## src/moving_average_frame_rate_defines.svh

```systemverilog
// Assertion macros for the moving-average frame-rate meter.
// Included by the modules that carry concurrent assertions; needs clk and rst_n in scope.
`ifndef MOVING_AVERAGE_FRAME_RATE_DEFINES_SVH
`define MOVING_AVERAGE_FRAME_RATE_DEFINES_SVH

// Consequent must hold in the same cycle as the antecedent.
`define MAFR_ASSERT_NOW(lbl, ante, cons, msg) \
    lbl: assert property (@(posedge clk) disable iff (!rst_n) (ante) |-> (cons)) \
        else $error(msg);

// Consequent must hold in the cycle after the antecedent.
`define MAFR_ASSERT_NEXT(lbl, ante, cons, msg) \
    lbl: assert property (@(posedge clk) disable iff (!rst_n) (ante) |=> (cons)) \
        else $error(msg);

`endif

```

## src/mafr_pkg.sv

```systemverilog
`timescale 1ns / 1ps
// Shared types, widths and codes of the moving-average frame-rate meter.
// No dependencies; imported by every module of the block.
package mafr_pkg;

    // Window and fixed-point format.
    localparam int MAX_WINDOW    = 256;
    localparam int FRACTION_BITS = 8;

    // Field widths.
    localparam int TS_W       = 64;
    localparam int IVL_W      = 32;
    localparam int RATE_W     = 24;
    localparam int STATUS_W   = 2;
    localparam int CNT_CFG_W  = 9;
    localparam int FREQ_W     = 32;
    localparam int CFG_IDX_W  = 1;
    localparam int CFG_DATA_W = 32;

    // Derived datapath widths.
    localparam int RING_AW   = $clog2(MAX_WINDOW);
    localparam int WIN_W     = $clog2(MAX_WINDOW + 1);
    localparam int SUM_W     = IVL_W + RING_AW;
    localparam int PROD_W    = WIN_W + FREQ_W;
    localparam int NUM_W     = PROD_W + FRACTION_BITS;
    localparam int NUM_HI_W  = NUM_W - RATE_W;
    localparam int DIV_STEPS = RATE_W;
    localparam int DIV_CNT_W = $clog2(DIV_STEPS);
    localparam logic [DIV_CNT_W-1:0] DIV_LAST = DIV_CNT_W'(DIV_STEPS - 1);

    // Queue between the front and back parts.
    localparam int FIFO_DEPTH = 2;
    localparam int FIFO_PW    = $clog2(FIFO_DEPTH);
    localparam int FIFO_CW    = $clog2(FIFO_DEPTH + 1);

    // Configuration register indexes and reset values.
    localparam logic [CFG_IDX_W-1:0] REG_SAMPLE_COUNT = 1'd0;
    localparam logic [CFG_IDX_W-1:0] REG_TIMER_FREQ   = 1'd1;
    localparam logic [CNT_CFG_W-1:0] SAMPLE_COUNT_RST = 9'd100;
    localparam logic [FREQ_W-1:0]    TIMER_FREQ_RST   = 32'd10000000;

    // Result status codes.
    localparam logic [STATUS_W-1:0] STATUS_RATE   = 2'd0;
    localparam logic [STATUS_W-1:0] STATUS_PRIMED = 2'd1;
    localparam logic [STATUS_W-1:0] STATUS_ZERO   = 2'd2;

    // Classification of an accepted stamp.
    typedef enum logic [1:0] {
        KIND_RATE,
        KIND_PRIME,
        KIND_ZERO
    } kind_t;

    // One queued work item.
    typedef struct packed {
        kind_t            kind;
        logic [IVL_W-1:0] ivl;
    } item_t;

    // Queue fill status.
    typedef struct packed {
        logic full;
        logic empty;
    } fifo_stat_t;

    // Configuration seen by the back part.
    typedef struct packed {
        logic [WIN_W-1:0]  win_len;
        logic [FREQ_W-1:0] timer_freq;
        logic              clear;
    } cfg_t;

    // Back part sequencer.
    typedef enum logic [2:0] {
        ST_IDLE,
        ST_READ,
        ST_CHECK,
        ST_DIV,
        ST_DONE
    } back_state_t;

endpackage

```

## src/mafr_fifo.sv

```systemverilog
`timescale 1ns / 1ps
// Short queue of classified items between the front and back parts.
// Depends on mafr_pkg.
module mafr_fifo
    import mafr_pkg::*;
(
    input  logic       clk,
    input  logic       rst_n,
    input  logic       push,
    input  item_t      push_item,
    input  logic       pop,
    output item_t      head,
    output fifo_stat_t stat
);

    item_t              entry_reg [FIFO_DEPTH];
    logic [FIFO_PW-1:0] wr_ptr_reg;
    logic [FIFO_PW-1:0] wr_ptr_next;
    logic [FIFO_PW-1:0] rd_ptr_reg;
    logic [FIFO_PW-1:0] rd_ptr_next;
    logic [FIFO_CW-1:0] count_reg;
    logic [FIFO_CW-1:0] count_next;

    assign head       = entry_reg[rd_ptr_reg];
    assign stat.full  = (count_reg == FIFO_CW'(FIFO_DEPTH));
    assign stat.empty = (count_reg == '0);

    // Pointer and fill bookkeeping; pointers wrap at the depth.
    always_comb
    begin
        wr_ptr_next = wr_ptr_reg;
        rd_ptr_next = rd_ptr_reg;
        count_next  = count_reg;
        if (push)
        begin
            wr_ptr_next = (wr_ptr_reg == FIFO_PW'(FIFO_DEPTH - 1)) ? '0
                                                                   : wr_ptr_reg + 1'b1;
        end
        if (pop)
        begin
            rd_ptr_next = (rd_ptr_reg == FIFO_PW'(FIFO_DEPTH - 1)) ? '0
                                                                   : rd_ptr_reg + 1'b1;
        end
        if (push && !pop)
        begin
            count_next = count_reg + 1'b1;
        end
        else if (pop && !push)
        begin
            count_next = count_reg - 1'b1;
        end
    end

    always_ff @(posedge clk or negedge rst_n)
    begin
        if (!rst_n)
        begin
            wr_ptr_reg <= '0;
            rd_ptr_reg <= '0;
            count_reg  <= '0;
        end
        else
        begin
            wr_ptr_reg <= wr_ptr_next;
            rd_ptr_reg <= rd_ptr_next;
            count_reg  <= count_next;
        end
    end

    // Entry storage holds payload only.
    always_ff @(posedge clk)
    begin
        if (push)
        begin
            entry_reg[wr_ptr_reg] <= push_item;
        end
    end

endmodule

```

## config.mk

```make
export PLATFORM = sky130hd
export DESIGN_NAME = mafr_fifo
export DESIGN_NICKNAME = d
export VERILOG_FILES = /design/src/moving_average_frame_rate_defines.svh /design/src/mafr_pkg.sv /design/src/mafr_fifo.sv
export SDC_FILE = /design/constraint.sdc
export NUM_CORES = 1
export LEC_CHECK = 0
export BUFFER_PORTS_ARGS = -buffer_cell sky130_fd_sc_hd__buf_2
export CAP_MARGIN = 20
export CORE_MARGIN = 1
export CORE_UTILIZATION = 47
export CTS_CLUSTER_SIZE = 40
export DETAILED_ROUTE_END_ITERATION = 8
export GPL_TIMING_DRIVEN = 0
export PLACE_DENSITY = 0.76
export SYNTH_ARGS = -nofsm -noshare
export SYNTH_HDL_FRONTEND = slang
export SYNTH_SLANG_ARGS = --single-unit
```

## constraint.sdc

```tcl
create_clock -name clk -period 2.2 [get_ports clk]
set_input_delay 0.33 -clock clk [delete_from_list [all_inputs] [get_ports clk]]
set_output_delay 0.33 -clock clk [all_outputs]
set_load 0.005 [all_outputs]
```

* Word level (Yosys, flattened, before mapping)
Memories as Yosys holds them, arrays and structs flattened.
Cells that the tools add are included.
Widths: inputs -> output; s select.
** Storage, ports and cells
- Bits in writable memories :: 68
- Word-level logic and storage cells :: 21
- Memories kept :: 1
- Register bits after elaboration :: 4
- Output and inout port bits :: 36
** Memories
- entry_reg :: depth 2, bits a word 34, rd ports 1, clocked after memory_dff 0, write ports 1, RTL line mafr_fifo.sv:16 : item_t entry_reg [FIFO_DEPTH];
** Cells by class
- Add/sub/neg operators :: 4
- Reduce and logical (&&, ||, !) cells :: 6
- Eq/ne operators :: 1
- Mux-type cells :: 6
** Operator list (number)
- $mux 1 :: 4
- $mux 2 :: 2
- $add 1x1->1 const B :: 2
- $add 2x1->2 const B :: 1
- $eq 2x2->1 const B :: 1
- $logic_and 1x1->1 :: 2
- $logic_not 1->1 :: 2
- $logic_not 2->1 :: 1
- $reduce_bool 2->1 :: 1
- $sub 2x1->2 const B :: 1

* Longest topological paths before layout
- Word-level depth :: 4
- Mapped depth :: 5

* Least setup slack after synthesis
Ideal clock, no wire load.
- Path type :: reg-to-reg
- Start :: register wr_ptr_reg
- End :: memory entry_reg[0][0] (netlist bit) (enable)
- Cell stages (with the launch flop) :: 2
- Data required time :: 1.771 ns
- Data arrival time :: 1.930 ns
- Path slack :: -0.159 ns
- Path buffers :: 0
- Cells stage by stage :: dfrtp_1 -> nor2b_1
** RTL lines
- start: declaration :: RTL line mafr_fifo.sv:17 : logic [FIFO_PW-1:0] wr_ptr_reg;
- start signal: assignment :: RTL line mafr_fifo.sv:64 : wr_ptr_reg <= wr_ptr_next;
- end: declaration :: RTL line mafr_fifo.sv:16
Straight into the memory's write port.

==> impl_metrics.ini <==
[status]
status = complete, no violations

[route]
drtAntennaViolNets = 0
vias_per_cell = 4.740
drt_iter0_drc = 63
drt-total-wl_mm = 4.186
drtPass1Iterations = 4
num_vias = 1351
avgRoutedWirePerCell_um = 14.69
drc = 0

[pwr]
p_per_area_nw_per_um2 = 1223
peakVddDrop_mv = 0.6802
seq_power_share_pct = 45.1
power.leakage_nw = 1.424
p_sw_share_pct = 25.75
power_frac_clock_pct = 22.2
p_comb_share_pct = 32.6
p_sw_mw = 1.093
finalPower_mw = 4.246
internal_power_mw = 3.152

[critical_path]
worstPathMaxFanout = 10
cp-end-kind = output pin
required_ns = 1.87
criticalPathCategory = reg2out
startpoint_type = flip-flop
critical_path_arrival_ns = 1.42

[clock_network]
cts_buffers = 9
clock-root-buffer = clkbuf_8
h-tree-depth = 3
cts.sinks = 72
clk_latency_ns = 0.32
clkTransAtPathRegs_ns = 0.07
cts_setup_buffers = 0
ctsLongestPathBuffers = 2
cts_tree = built
cts-resized-gates = 0

[global_route]
antenna_found_initial = 0
grt_overflow = 0
grt_pass1_wl_mm = 6.775
grt_pass1_vias = 1447
grt_max_degree = 35
grt_usage_pct = 14.83

[sta]
slew_viol_final = 0
fin_crit_ns = 1.752
whs_ns = 0.1913
tns_ns = 0
grt_setup_unrepaired = false
hold_viol = 0
finalSetupViolCount = 0
finClkSkew_ns = 0.005234
fmax_ghz = 0.5708
worst_pin_slew_ns = 0.8297
max_slew_margin_pct = 44.69
fin_crit_sh_pct = 79.63

[min_path]
hold_path_class = in2reg

[layout]
syn_to_final_growth_pct = 24.38
post-route-util_pct = 61.91
instances_no_fill = 285
antennaDiodeCount = 0
final_nets = 247
layout-drive-gt1-share_pct = 59.15
largest_register_ffs = 68

[yosys]
synth.most_common_cell = edfxtp_1
synth_ff_type = edfxtp_1
yosys-top-cells-count = 68 x edfxtp_1, 29 x mux2_4, 5 x mux2_2, 4 x dfrtp_1, 4 x xor2_1
synth_edf_count = 68
synth_cell_types = 13
synth_top_area_cell = edfxtp_1
yosysTopAreaCellShare_pct = 73.15
syn_nets = 161
syn-cell-area_um2 = 2791
ys_async_sr_fraction_pct = 5.556
yosysWarnings = 0
ys_seq_area_share_pct = 76.74
avgSynthCellArea_um2 = 22.88
syn_inst = 122
yosys-top-cells-area = edfxtp_1 73%, mux2_4 16%, dfrtp_1 3.6%, buf_12 2.2%, mux2_2 2.0%
synth_seq_cells = 72

[placed_design]
place_inst = 268
hpwl_mm = 2.837
place.gp.congestion = 0.6316
io_buffers = 73

[run]
cap_violations = 0

[die]
io-pin-count = 74
rows = 27
die_x_um = 79.07
initial_core_util_pct = 49.78
core_area_um2 = 5608
die_y_um = 79.07
fp.dieArea_um2 = 6251
## cells by family after synthesis
family,Yosys count,synth area share (%)
XOR/XNOR,5,1.569
flip-flops,72,76.74
buffers and inverters,5,2.689
AND/OR/NAND/NOR,5,0.9415
multiplexers,34,17.62
adder cells (fa/ha/maj),1,0.4482
## metrics by stage
| stage | setup slack (ns) | area, µm² |
|---|---|---|
| after floorplan | 0.4848 | 2794 |
| after global placement | -0.08726 | 3249 |
| after detailed placement | 0.6159 | 3283 |
| after CTS | 0.4265 | 3472 |
| after global routing | 0.3779 | 3472 |
| final | 0.4482 | 3472 |
## worst max-delay path: stages (launching register included)
cell and delay, ns:
dfrtp_1 0.37, buf_6 0.15, buf_12 0.15, mux2_4 0.30
buf_2 0.13
## final timing paths
check	from	endpoint	slack (ns)	cells after the start
max	rd_ptr_reg	head[4]	0.45	4
min	push_item[2]	entry_reg[0][2]	0.19	1
max reg2reg	wr_ptr_reg	entry_reg[1][25]	0.68	1
min reg2reg	count_reg[1]	count_reg[1]	0.50	1
max in group asynchronous	rst_n	rd_ptr_reg	1.74	2
min in group asynchronous	rst_n	count_reg[1]	0.34	2
## power groups by stage
stage               clock network (mW)  logic [mW]  registers, mW
finish                           0.944        1.39           1.92
detailed placement                   0        1.41           1.95
global route                      1.03        1.50           1.94
global placement                     0        1.36           1.94
floorplan                            0       0.946           1.92
CTS                              0.966        1.42           1.92
## cell usage in the layout, fill, tap and decap left out, types with 3 or more instances in the layout
master / Yosys / final
clkbuf_8: 0 / 9
xor2_1: 4 / 4
edfxtp_1: 68 / 68
buf_2: 0 / 73
dfrtp_1: 4 / 4
mux2_4: 29 / 29
mux2_2: 5 / 5
buf_12: 3 / 3
## timing repair
item / in CTS / in global routing
endpoints found under the hold margin: 4 / 0
hold buffers: 1 / 0
endpoints found under the setup margin: 0 / 0
## per-layer routing
layer	up-vias	GRT usage (%)	routed length, µm
met2	57	23.97	2074
met4	0	7.091	34
met5	-	0	0
met3	4	4.138	272
met1	645	18.45	1804
li1	645	-	-
## layout make-up
| type | count | area [µm²] |
|---|---|---|
| inverter | 1 | 3.754 |
| sequential | 72 | 2142 |
| fill | 436 | 2136 |
| multi-input combinational | 45 | 583.1 |
| clock inverter | 5 | 47.55 |
| clock buffer | 11 | 131.4 |
| tap | 72 | 90.09 |
| timing repair buffer | 75 | 402.9 |
| buffer | 4 | 71.32 |
No activity file was read; power rests on OpenSTA's default activity.
