--- config.mk ---
export PLATFORM = sky130hd
export DESIGN_NAME = mafr_front
export DESIGN_NICKNAME = d
export VERILOG_FILES = /design/src/moving_average_frame_rate_defines.svh /design/src/mafr_pkg.sv /design/src/mafr_front.sv
export SDC_FILE = /design/constraint.sdc
export NUM_CORES = 1
export LEC_CHECK = 0
export BUFFER_PORTS_ARGS = -buffer_cell sky130_fd_sc_hd__clkbuf_2
export CORE_ASPECT_RATIO = 0.75
export CORE_MARGIN = 2
export CORE_UTILIZATION = 43
export CTS_BUF_LIST = sky130_fd_sc_hd__clkbuf_16
export DETAILED_ROUTE_END_ITERATION = 7
export PLACE_DENSITY = 0.73
export SYNTH_ARGS = -nofsm -noshare
export SYNTH_HDL_FRONTEND = slang
export SYNTH_SLANG_ARGS = --single-unit
--- constraint.sdc ---
create_clock -name clk -period 4.74 [get_ports clk]
set_input_delay 0.711 -clock clk [delete_from_list [all_inputs] [get_ports clk]]
set_output_delay 0.711 -clock clk [all_outputs]
set_load 0.1 [all_outputs]
--- src/moving_average_frame_rate_defines.svh ---
// Assertion macros for the moving-average frame-rate meter.
// Included by the modules that carry concurrent assertions; needs clk and rst_n in scope.
`ifndef MOVING_AVERAGE_FRAME_RATE_DEFINES_SVH
`define MOVING_AVERAGE_FRAME_RATE_DEFINES_SVH

// Consequent must hold in the same cycle as the antecedent.
`define MAFR_ASSERT_NOW(lbl, ante, cons, msg) \
    lbl: assert property (@(posedge clk) disable iff (!rst_n) (ante) |-> (cons)) \
        else $error(msg);

// Consequent must hold in the cycle after the antecedent.
`define MAFR_ASSERT_NEXT(lbl, ante, cons, msg) \
    lbl: assert property (@(posedge clk) disable iff (!rst_n) (ante) |=> (cons)) \
        else $error(msg);

`endif

--- src/mafr_pkg.sv ---
`timescale 1ns / 1ps
// Shared types, widths and codes of the moving-average frame-rate meter.
// No dependencies; imported by every module of the block.
package mafr_pkg;

    // Window and fixed-point format.
    localparam int MAX_WINDOW    = 256;
    localparam int FRACTION_BITS = 8;

    // Field widths.
    localparam int TS_W       = 64;
    localparam int IVL_W      = 32;
    localparam int RATE_W     = 24;
    localparam int STATUS_W   = 2;
    localparam int CNT_CFG_W  = 9;
    localparam int FREQ_W     = 32;
    localparam int CFG_IDX_W  = 1;
    localparam int CFG_DATA_W = 32;

    // Derived datapath widths.
    localparam int RING_AW   = $clog2(MAX_WINDOW);
    localparam int WIN_W     = $clog2(MAX_WINDOW + 1);
    localparam int SUM_W     = IVL_W + RING_AW;
    localparam int PROD_W    = WIN_W + FREQ_W;
    localparam int NUM_W     = PROD_W + FRACTION_BITS;
    localparam int NUM_HI_W  = NUM_W - RATE_W;
    localparam int DIV_STEPS = RATE_W;
    localparam int DIV_CNT_W = $clog2(DIV_STEPS);
    localparam logic [DIV_CNT_W-1:0] DIV_LAST = DIV_CNT_W'(DIV_STEPS - 1);

    // Queue between the front and back parts.
    localparam int FIFO_DEPTH = 2;
    localparam int FIFO_PW    = $clog2(FIFO_DEPTH);
    localparam int FIFO_CW    = $clog2(FIFO_DEPTH + 1);

    // Configuration register indexes and reset values.
    localparam logic [CFG_IDX_W-1:0] REG_SAMPLE_COUNT = 1'd0;
    localparam logic [CFG_IDX_W-1:0] REG_TIMER_FREQ   = 1'd1;
    localparam logic [CNT_CFG_W-1:0] SAMPLE_COUNT_RST = 9'd100;
    localparam logic [FREQ_W-1:0]    TIMER_FREQ_RST   = 32'd10000000;

    // Result status codes.
    localparam logic [STATUS_W-1:0] STATUS_RATE   = 2'd0;
    localparam logic [STATUS_W-1:0] STATUS_PRIMED = 2'd1;
    localparam logic [STATUS_W-1:0] STATUS_ZERO   = 2'd2;

    // Classification of an accepted stamp.
    typedef enum logic [1:0] {
        KIND_RATE,
        KIND_PRIME,
        KIND_ZERO
    } kind_t;

    // One queued work item.
    typedef struct packed {
        kind_t            kind;
        logic [IVL_W-1:0] ivl;
    } item_t;

    // Queue fill status.
    typedef struct packed {
        logic full;
        logic empty;
    } fifo_stat_t;

    // Configuration seen by the back part.
    typedef struct packed {
        logic [WIN_W-1:0]  win_len;
        logic [FREQ_W-1:0] timer_freq;
        logic              clear;
    } cfg_t;

    // Back part sequencer.
    typedef enum logic [2:0] {
        ST_IDLE,
        ST_READ,
        ST_CHECK,
        ST_DIV,
        ST_DONE
    } back_state_t;

endpackage

--- src/mafr_front.sv ---
`timescale 1ns / 1ps
// Front part: accepts timer stamps, forms the saturated interval and classifies the item.
// Depends on mafr_pkg.
module mafr_front
    import mafr_pkg::*;
(
    input  logic             clk,
    input  logic             rst_n,
    input  logic             in_valid,
    output logic             in_stall,
    input  logic [TS_W-1:0]  timestamp,
    input  fifo_stat_t       fifo_stat,
    output logic             push,
    output item_t            push_item
);

    logic [TS_W-1:0]  prev_reg;
    logic [TS_W-1:0]  prev_next;
    logic             primed_reg;
    logic             primed_next;
    logic [TS_W-1:0]  diff;
    logic [IVL_W-1:0] ivl_sat;
    logic             accept;

    // A transfer happens whenever the queue has room.
    assign in_stall = fifo_stat.full;
    assign accept   = in_valid && !fifo_stat.full;
    assign push     = accept;

    // Interval modulo 2^64, saturated to 32 bits.
    assign diff    = timestamp - prev_reg;
    assign ivl_sat = (|diff[TS_W-1:IVL_W]) ? '1 : diff[IVL_W-1:0];

    // Classify: the first stamp only primes, a zero interval is ignored.
    always_comb
    begin
        push_item.ivl = ivl_sat;
        if (!primed_reg)
        begin
            push_item.kind = KIND_PRIME;
        end
        else if (ivl_sat == '0)
        begin
            push_item.kind = KIND_ZERO;
        end
        else
        begin
            push_item.kind = KIND_RATE;
        end
    end

    // Every accepted stamp becomes the previous stamp.
    always_comb
    begin
        prev_next   = prev_reg;
        primed_next = primed_reg;
        if (accept)
        begin
            prev_next   = timestamp;
            primed_next = 1'b1;
        end
    end

    always_ff @(posedge clk or negedge rst_n)
    begin
        if (!rst_n)
        begin
            prev_reg   <= '0;
            primed_reg <= 1'b0;
        end
        else
        begin
            prev_reg   <= prev_next;
            primed_reg <= primed_next;
        end
    end

endmodule

== Word-level counts from Yosys, hierarchy flattened ==
Index checks and enable logic that the tools add are counted.

* Logic and storage cells: 10
* Register bits after elaboration: 65
* Output and inout bits: 36
* Bits of input ports: 69

* Add/sub/neg operators: 1
* Multiplexer cells: 3
* Reduce and logical (&&, ||, !) cells: 4

{| class="wikitable"
|+ Operators by type and width
! cell !! number
|-
| $sub A64 B64 Y64 || 1
|-
| $logic_not A32 Y1 || 1
|-
| $mux W32 || 1
|-
| $reduce_or A32 Y1 || 1
|-
| $mux W2 || 2
|-
| $logic_and A1 B1 Y1 || 1
|-
| $logic_not A1 Y1 || 1
|}

== Longest topological paths before layout ==
* Depth after elaboration: 6
* Gate-level depth with buffers: 14
* Gate-level depth less buffers: 13

== Least setup slack after synthesis ==
OpenSTA, ideal clock, no wires.

* Path kind: input port to output port
* From: input timestamp[0]
* To: output push_item[30] (netlist bit)
* Stages on the path: 14
* Setup slack: -916 ps
* Arrival: 4945 ps
* Data required time: 4029 ps
* Cell sequence: inv_1 > ha_1 > fa_1 > nand2b_1 > a211o_1 > a2111o_1 > a311oi_2 > a211o_1 > xnor2_1 > nand4_1 > or4_4 > nor4_4 > buf_6 > nand4_1

{| class="wikitable"
|+ RTL lines
! item !! RTL line !! text
|-
| start: declaration || mafr_front.sv:11 || <nowiki>input logic [TS_W-1:0] timestamp,</nowiki>
|-
| end: declaration || mafr_front.sv:14 || <nowiki>output item_t push_item</nowiki>
|}

==> results by group <==
Status
  – Outcome: complete, but fails checks
  – Violated checks: setup timing

Clocking
  – Clock Tree Buf Depth: 2
  – Clock-pin slew on the worst setup and hold paths: 0.06 ns
  – Total CTS buffers: 9
  – CTS tree: yes
  – Htree depth: 3
  – Clock root cell: clkbuf_16
  – Clock sinks: 65
  – Clk Latency, worst-skew pair: 0.34 ns

Place
  – Post-DP HPWL: 24200 µm
  – PortBufs: 103
  – Gpl congestion: 1.04

Yosys
  – Main synth FF type: dfrtp_1
  – Cells after Synth: 1026
  – Ys Warns: 0
  – Net Count, Synth: 1159
  – Area fraction of the dominant cell type after synthesis: 22.3%
  – Syn Area/Cell: 7.11 µm²
  – #FFs+latches synth: 65
  – Count of different cell masters after synthesis: 68
  – Top cells by area, synth: dfrtp_1, ha_1, o21ai_0
  – Post-synthesis sequential area ratio: 22.3%
  – Largest area contributor in the netlist: dfrtp_1
  – Fraction of registers with async set/reset: 100%
  – Syn Std Cell Area: 7290 µm²
  – Post-synth EDFFs: 0

Job
  – Number of max-cap violations: 0

Routing
  – Iter 0 DRT Violations: 972
  – Wirelength per Cell: 18.4 µm
  – Vias/cell: 5.73
  – Routed Antenna Nets: 0
  – Vias: 9197
  – DR pass1 iterations: 6
  – DRC errors left: 0
  – Detailed Route WL: 29600 µm

Global routing
  – First-pass GRT wire length: 45700 µm
  – GR Overflow Total: 0
  – Pin count of the biggest net entering global routing: 67
  – Global Route Usage Sum: 32.6%
  – Initial antenna violation count: 0
  – Vias in the first global route: 8500

Floorplan
  – Die ar.: 18000 µm²
  – Die Ht: 117 µm
  – IO Count: 105
  – Die width: 154 µm
  – Core box area: 16700 µm²
  – Initial Utilization: 43.6%
  – Row Count: 41

Timing
  – Rel. slew slack: 41.2%
  – Fmax: 187 MHz
  – Worst-margin pin slew: 0.873 ns
  – Final Setup Violations: 33
  – Min Hold Slack: 0.404 ns
  – Min Tclk post-route: 5.35 ns
  – Final Cycle Share: 113%
  – RSZ-0062 raised after global routing: true
  – Worst Skew: 0 ns
  – Final worst slack: -0.609 ns
  – Slew Viols, Final: 0
  – Final Hold Viols: 0

Layout
  – Share of post-route cells with drive strength above 1: 32.5%
  – Commonest non-fill, non-tap cell in the layout: buf_4
  – Max reg flops: 64
  – P&R area growth vs syn: 51.9%
  – Commonest non-fill, non-tap cells in the layout: buf_4, nand2_1, o21ai_0, a21oi_1, inv_1
  – Total inserted antenna cells: 0
  – Util after Layout: 66.3%
  – Final #Nets: 1517

Power
  – Max rail drop VDD: 0.226 mV
  – Leak: 5.13 nW
  – PD cells: 315 nW/µm²

Hold path
  – Worst hold path class: primary input to asynchronous set/reset pin

Setup path
  – WP data arrival: 4.64 ns
  – Setup CP Type: primary input to output pin
  – Critical path fanouts, max: 8
  – Crit. End Element: output pin
  – CP Launch Type: primary input
  – WP data required: 4.03 ns
-- metrics by stage --
stage          area [µm²]  TNS, ns  total power [W]  instances  worst slack [ns]
6_report            11100   -18.66          0.00349       1604            -0.609
5_1_grt             11100   -24.22          0.00369       1604            -0.771
4_1_cts             11000   -17.35          0.00344       1602            -0.571
3_5_place_dp        10600   -25.02          0.00273       1578            -0.797
3_3_place_gp        10600   -24.37          0.00271       1578            -0.756
2_1_floorplan        7330   -26.23          0.00167       1026            -0.819
-- worst max-delay path: stages --
cell and delay [ns]:
buf_8 0.09, inv_8 0.03, ha_4 0.15, fa_2 0.34, nand2b_4 0.15, a211o_1 0.31, a2111o_1 0.44, a311oi_2 0.31
a211o_1 0.18, buf_6 0.10, xnor2_2 0.09, nand4_1 0.12, or4_4 0.57, nor4_4 0.27, buf_6 0.22, buf_16 0.13
nand4_1 0.17, buf_12 0.23
-- final cells by class --
cell class                 instances  area (µm²)
inverter                          76         293
tap                              215         269
clock inverter                     7        61.3
fill                            1427        5640
sequential                        65        1630
multi-input combinational        825        5190
clock buffer                       9         225
timing repair buffer             407        3420
-- worst paths after layout --
path / startpoint / to / slack, ns / cells after the start
min in group clk: prev_reg[63] / prev_reg[63] / 0.54 / 1
min reg2reg: prev_reg[63] / prev_reg[63] / 0.54 / 1
max in group asynchronous: rst_n / prev_reg[36] / 3.31 / 2
max: timestamp[0] / push_item[13] / -0.61 / 18
max reg2reg: primed_reg / primed_reg / 3.92 / 1
min: rst_n / prev_reg[4] / 0.40 / 1
-- synthesized netlist by cell type (3+ instances only) --
library cell  instances
o21bai_1              7
and4_1               10
buf_6                 3
ha_1                 63
o21a_1               12
a31oi_1               9
a21o_1               12
nand4_1              72
o22ai_1               5
xor2_1               21
o31ai_1               4
clkbuf_1             43
o211ai_1              5
or3_1                 4
o21ai_1               6
o2111ai_1             4
buf_2                13
inv_1                76
a211o_1               3
nor2b_1               4
nor3_1               18
nand3_1              17
nor2_1               62
o21ai_0             133
nand2_1             156
a211oi_1             12
nor4_1                5
mux2_2                5
a21oi_1              98
xnor2_1              27
dfrtp_1              65
-- metal layers --
layer | vias to the layer above | share of wire [%] | GRT usage, %
met4 | 0 | 1.2 | 6.36
met5 | - | 0 | 0
met2 | 444 | 40 | 46.7
met1 | 4277 | 49 | 50.1
li1 | 4438 | - | -
met3 | 38 | 9.7 | 7.03
-- repair_timing --
action	CTS	global route
setup buffers	6	0
cloned	2	2
hold buffers	0	0
pin swaps	30	7
setup endpoints to repair	33	33
resized for setup	11	6
-- kinds of logic (layout without fill, tap and decap cells) --
| kind of cell | after synthesis | after routing | share of synthesized area, % |
|---|---|---|---|
| AO/OA/AOI/OAI | 341 | 341 | 28.1 |
| multiplexers | 7 | 7 | 1.05 |
| AND/OR/NAND/NOR | 365 | 365 | 24.1 |
| buffers and inverters | 136 | 499 | 7.58 |
| flip-flops | 65 | 65 | 22.3 |
| XOR/XNOR | 48 | 48 | 5.76 |
| adder cells (fa/ha/maj) | 64 | 64 | 11.1 |
-- report_power, final --
| part | switching, W | internal (W) |
|---|---|---|
| Combinational | 0.00118 | 0.000994 |
| Clock | 0.000274 | 0.000401 |
| Sequential | 0.0000219 | 0.000625 |
Note: power is estimated with default switching activity, not from simulation.
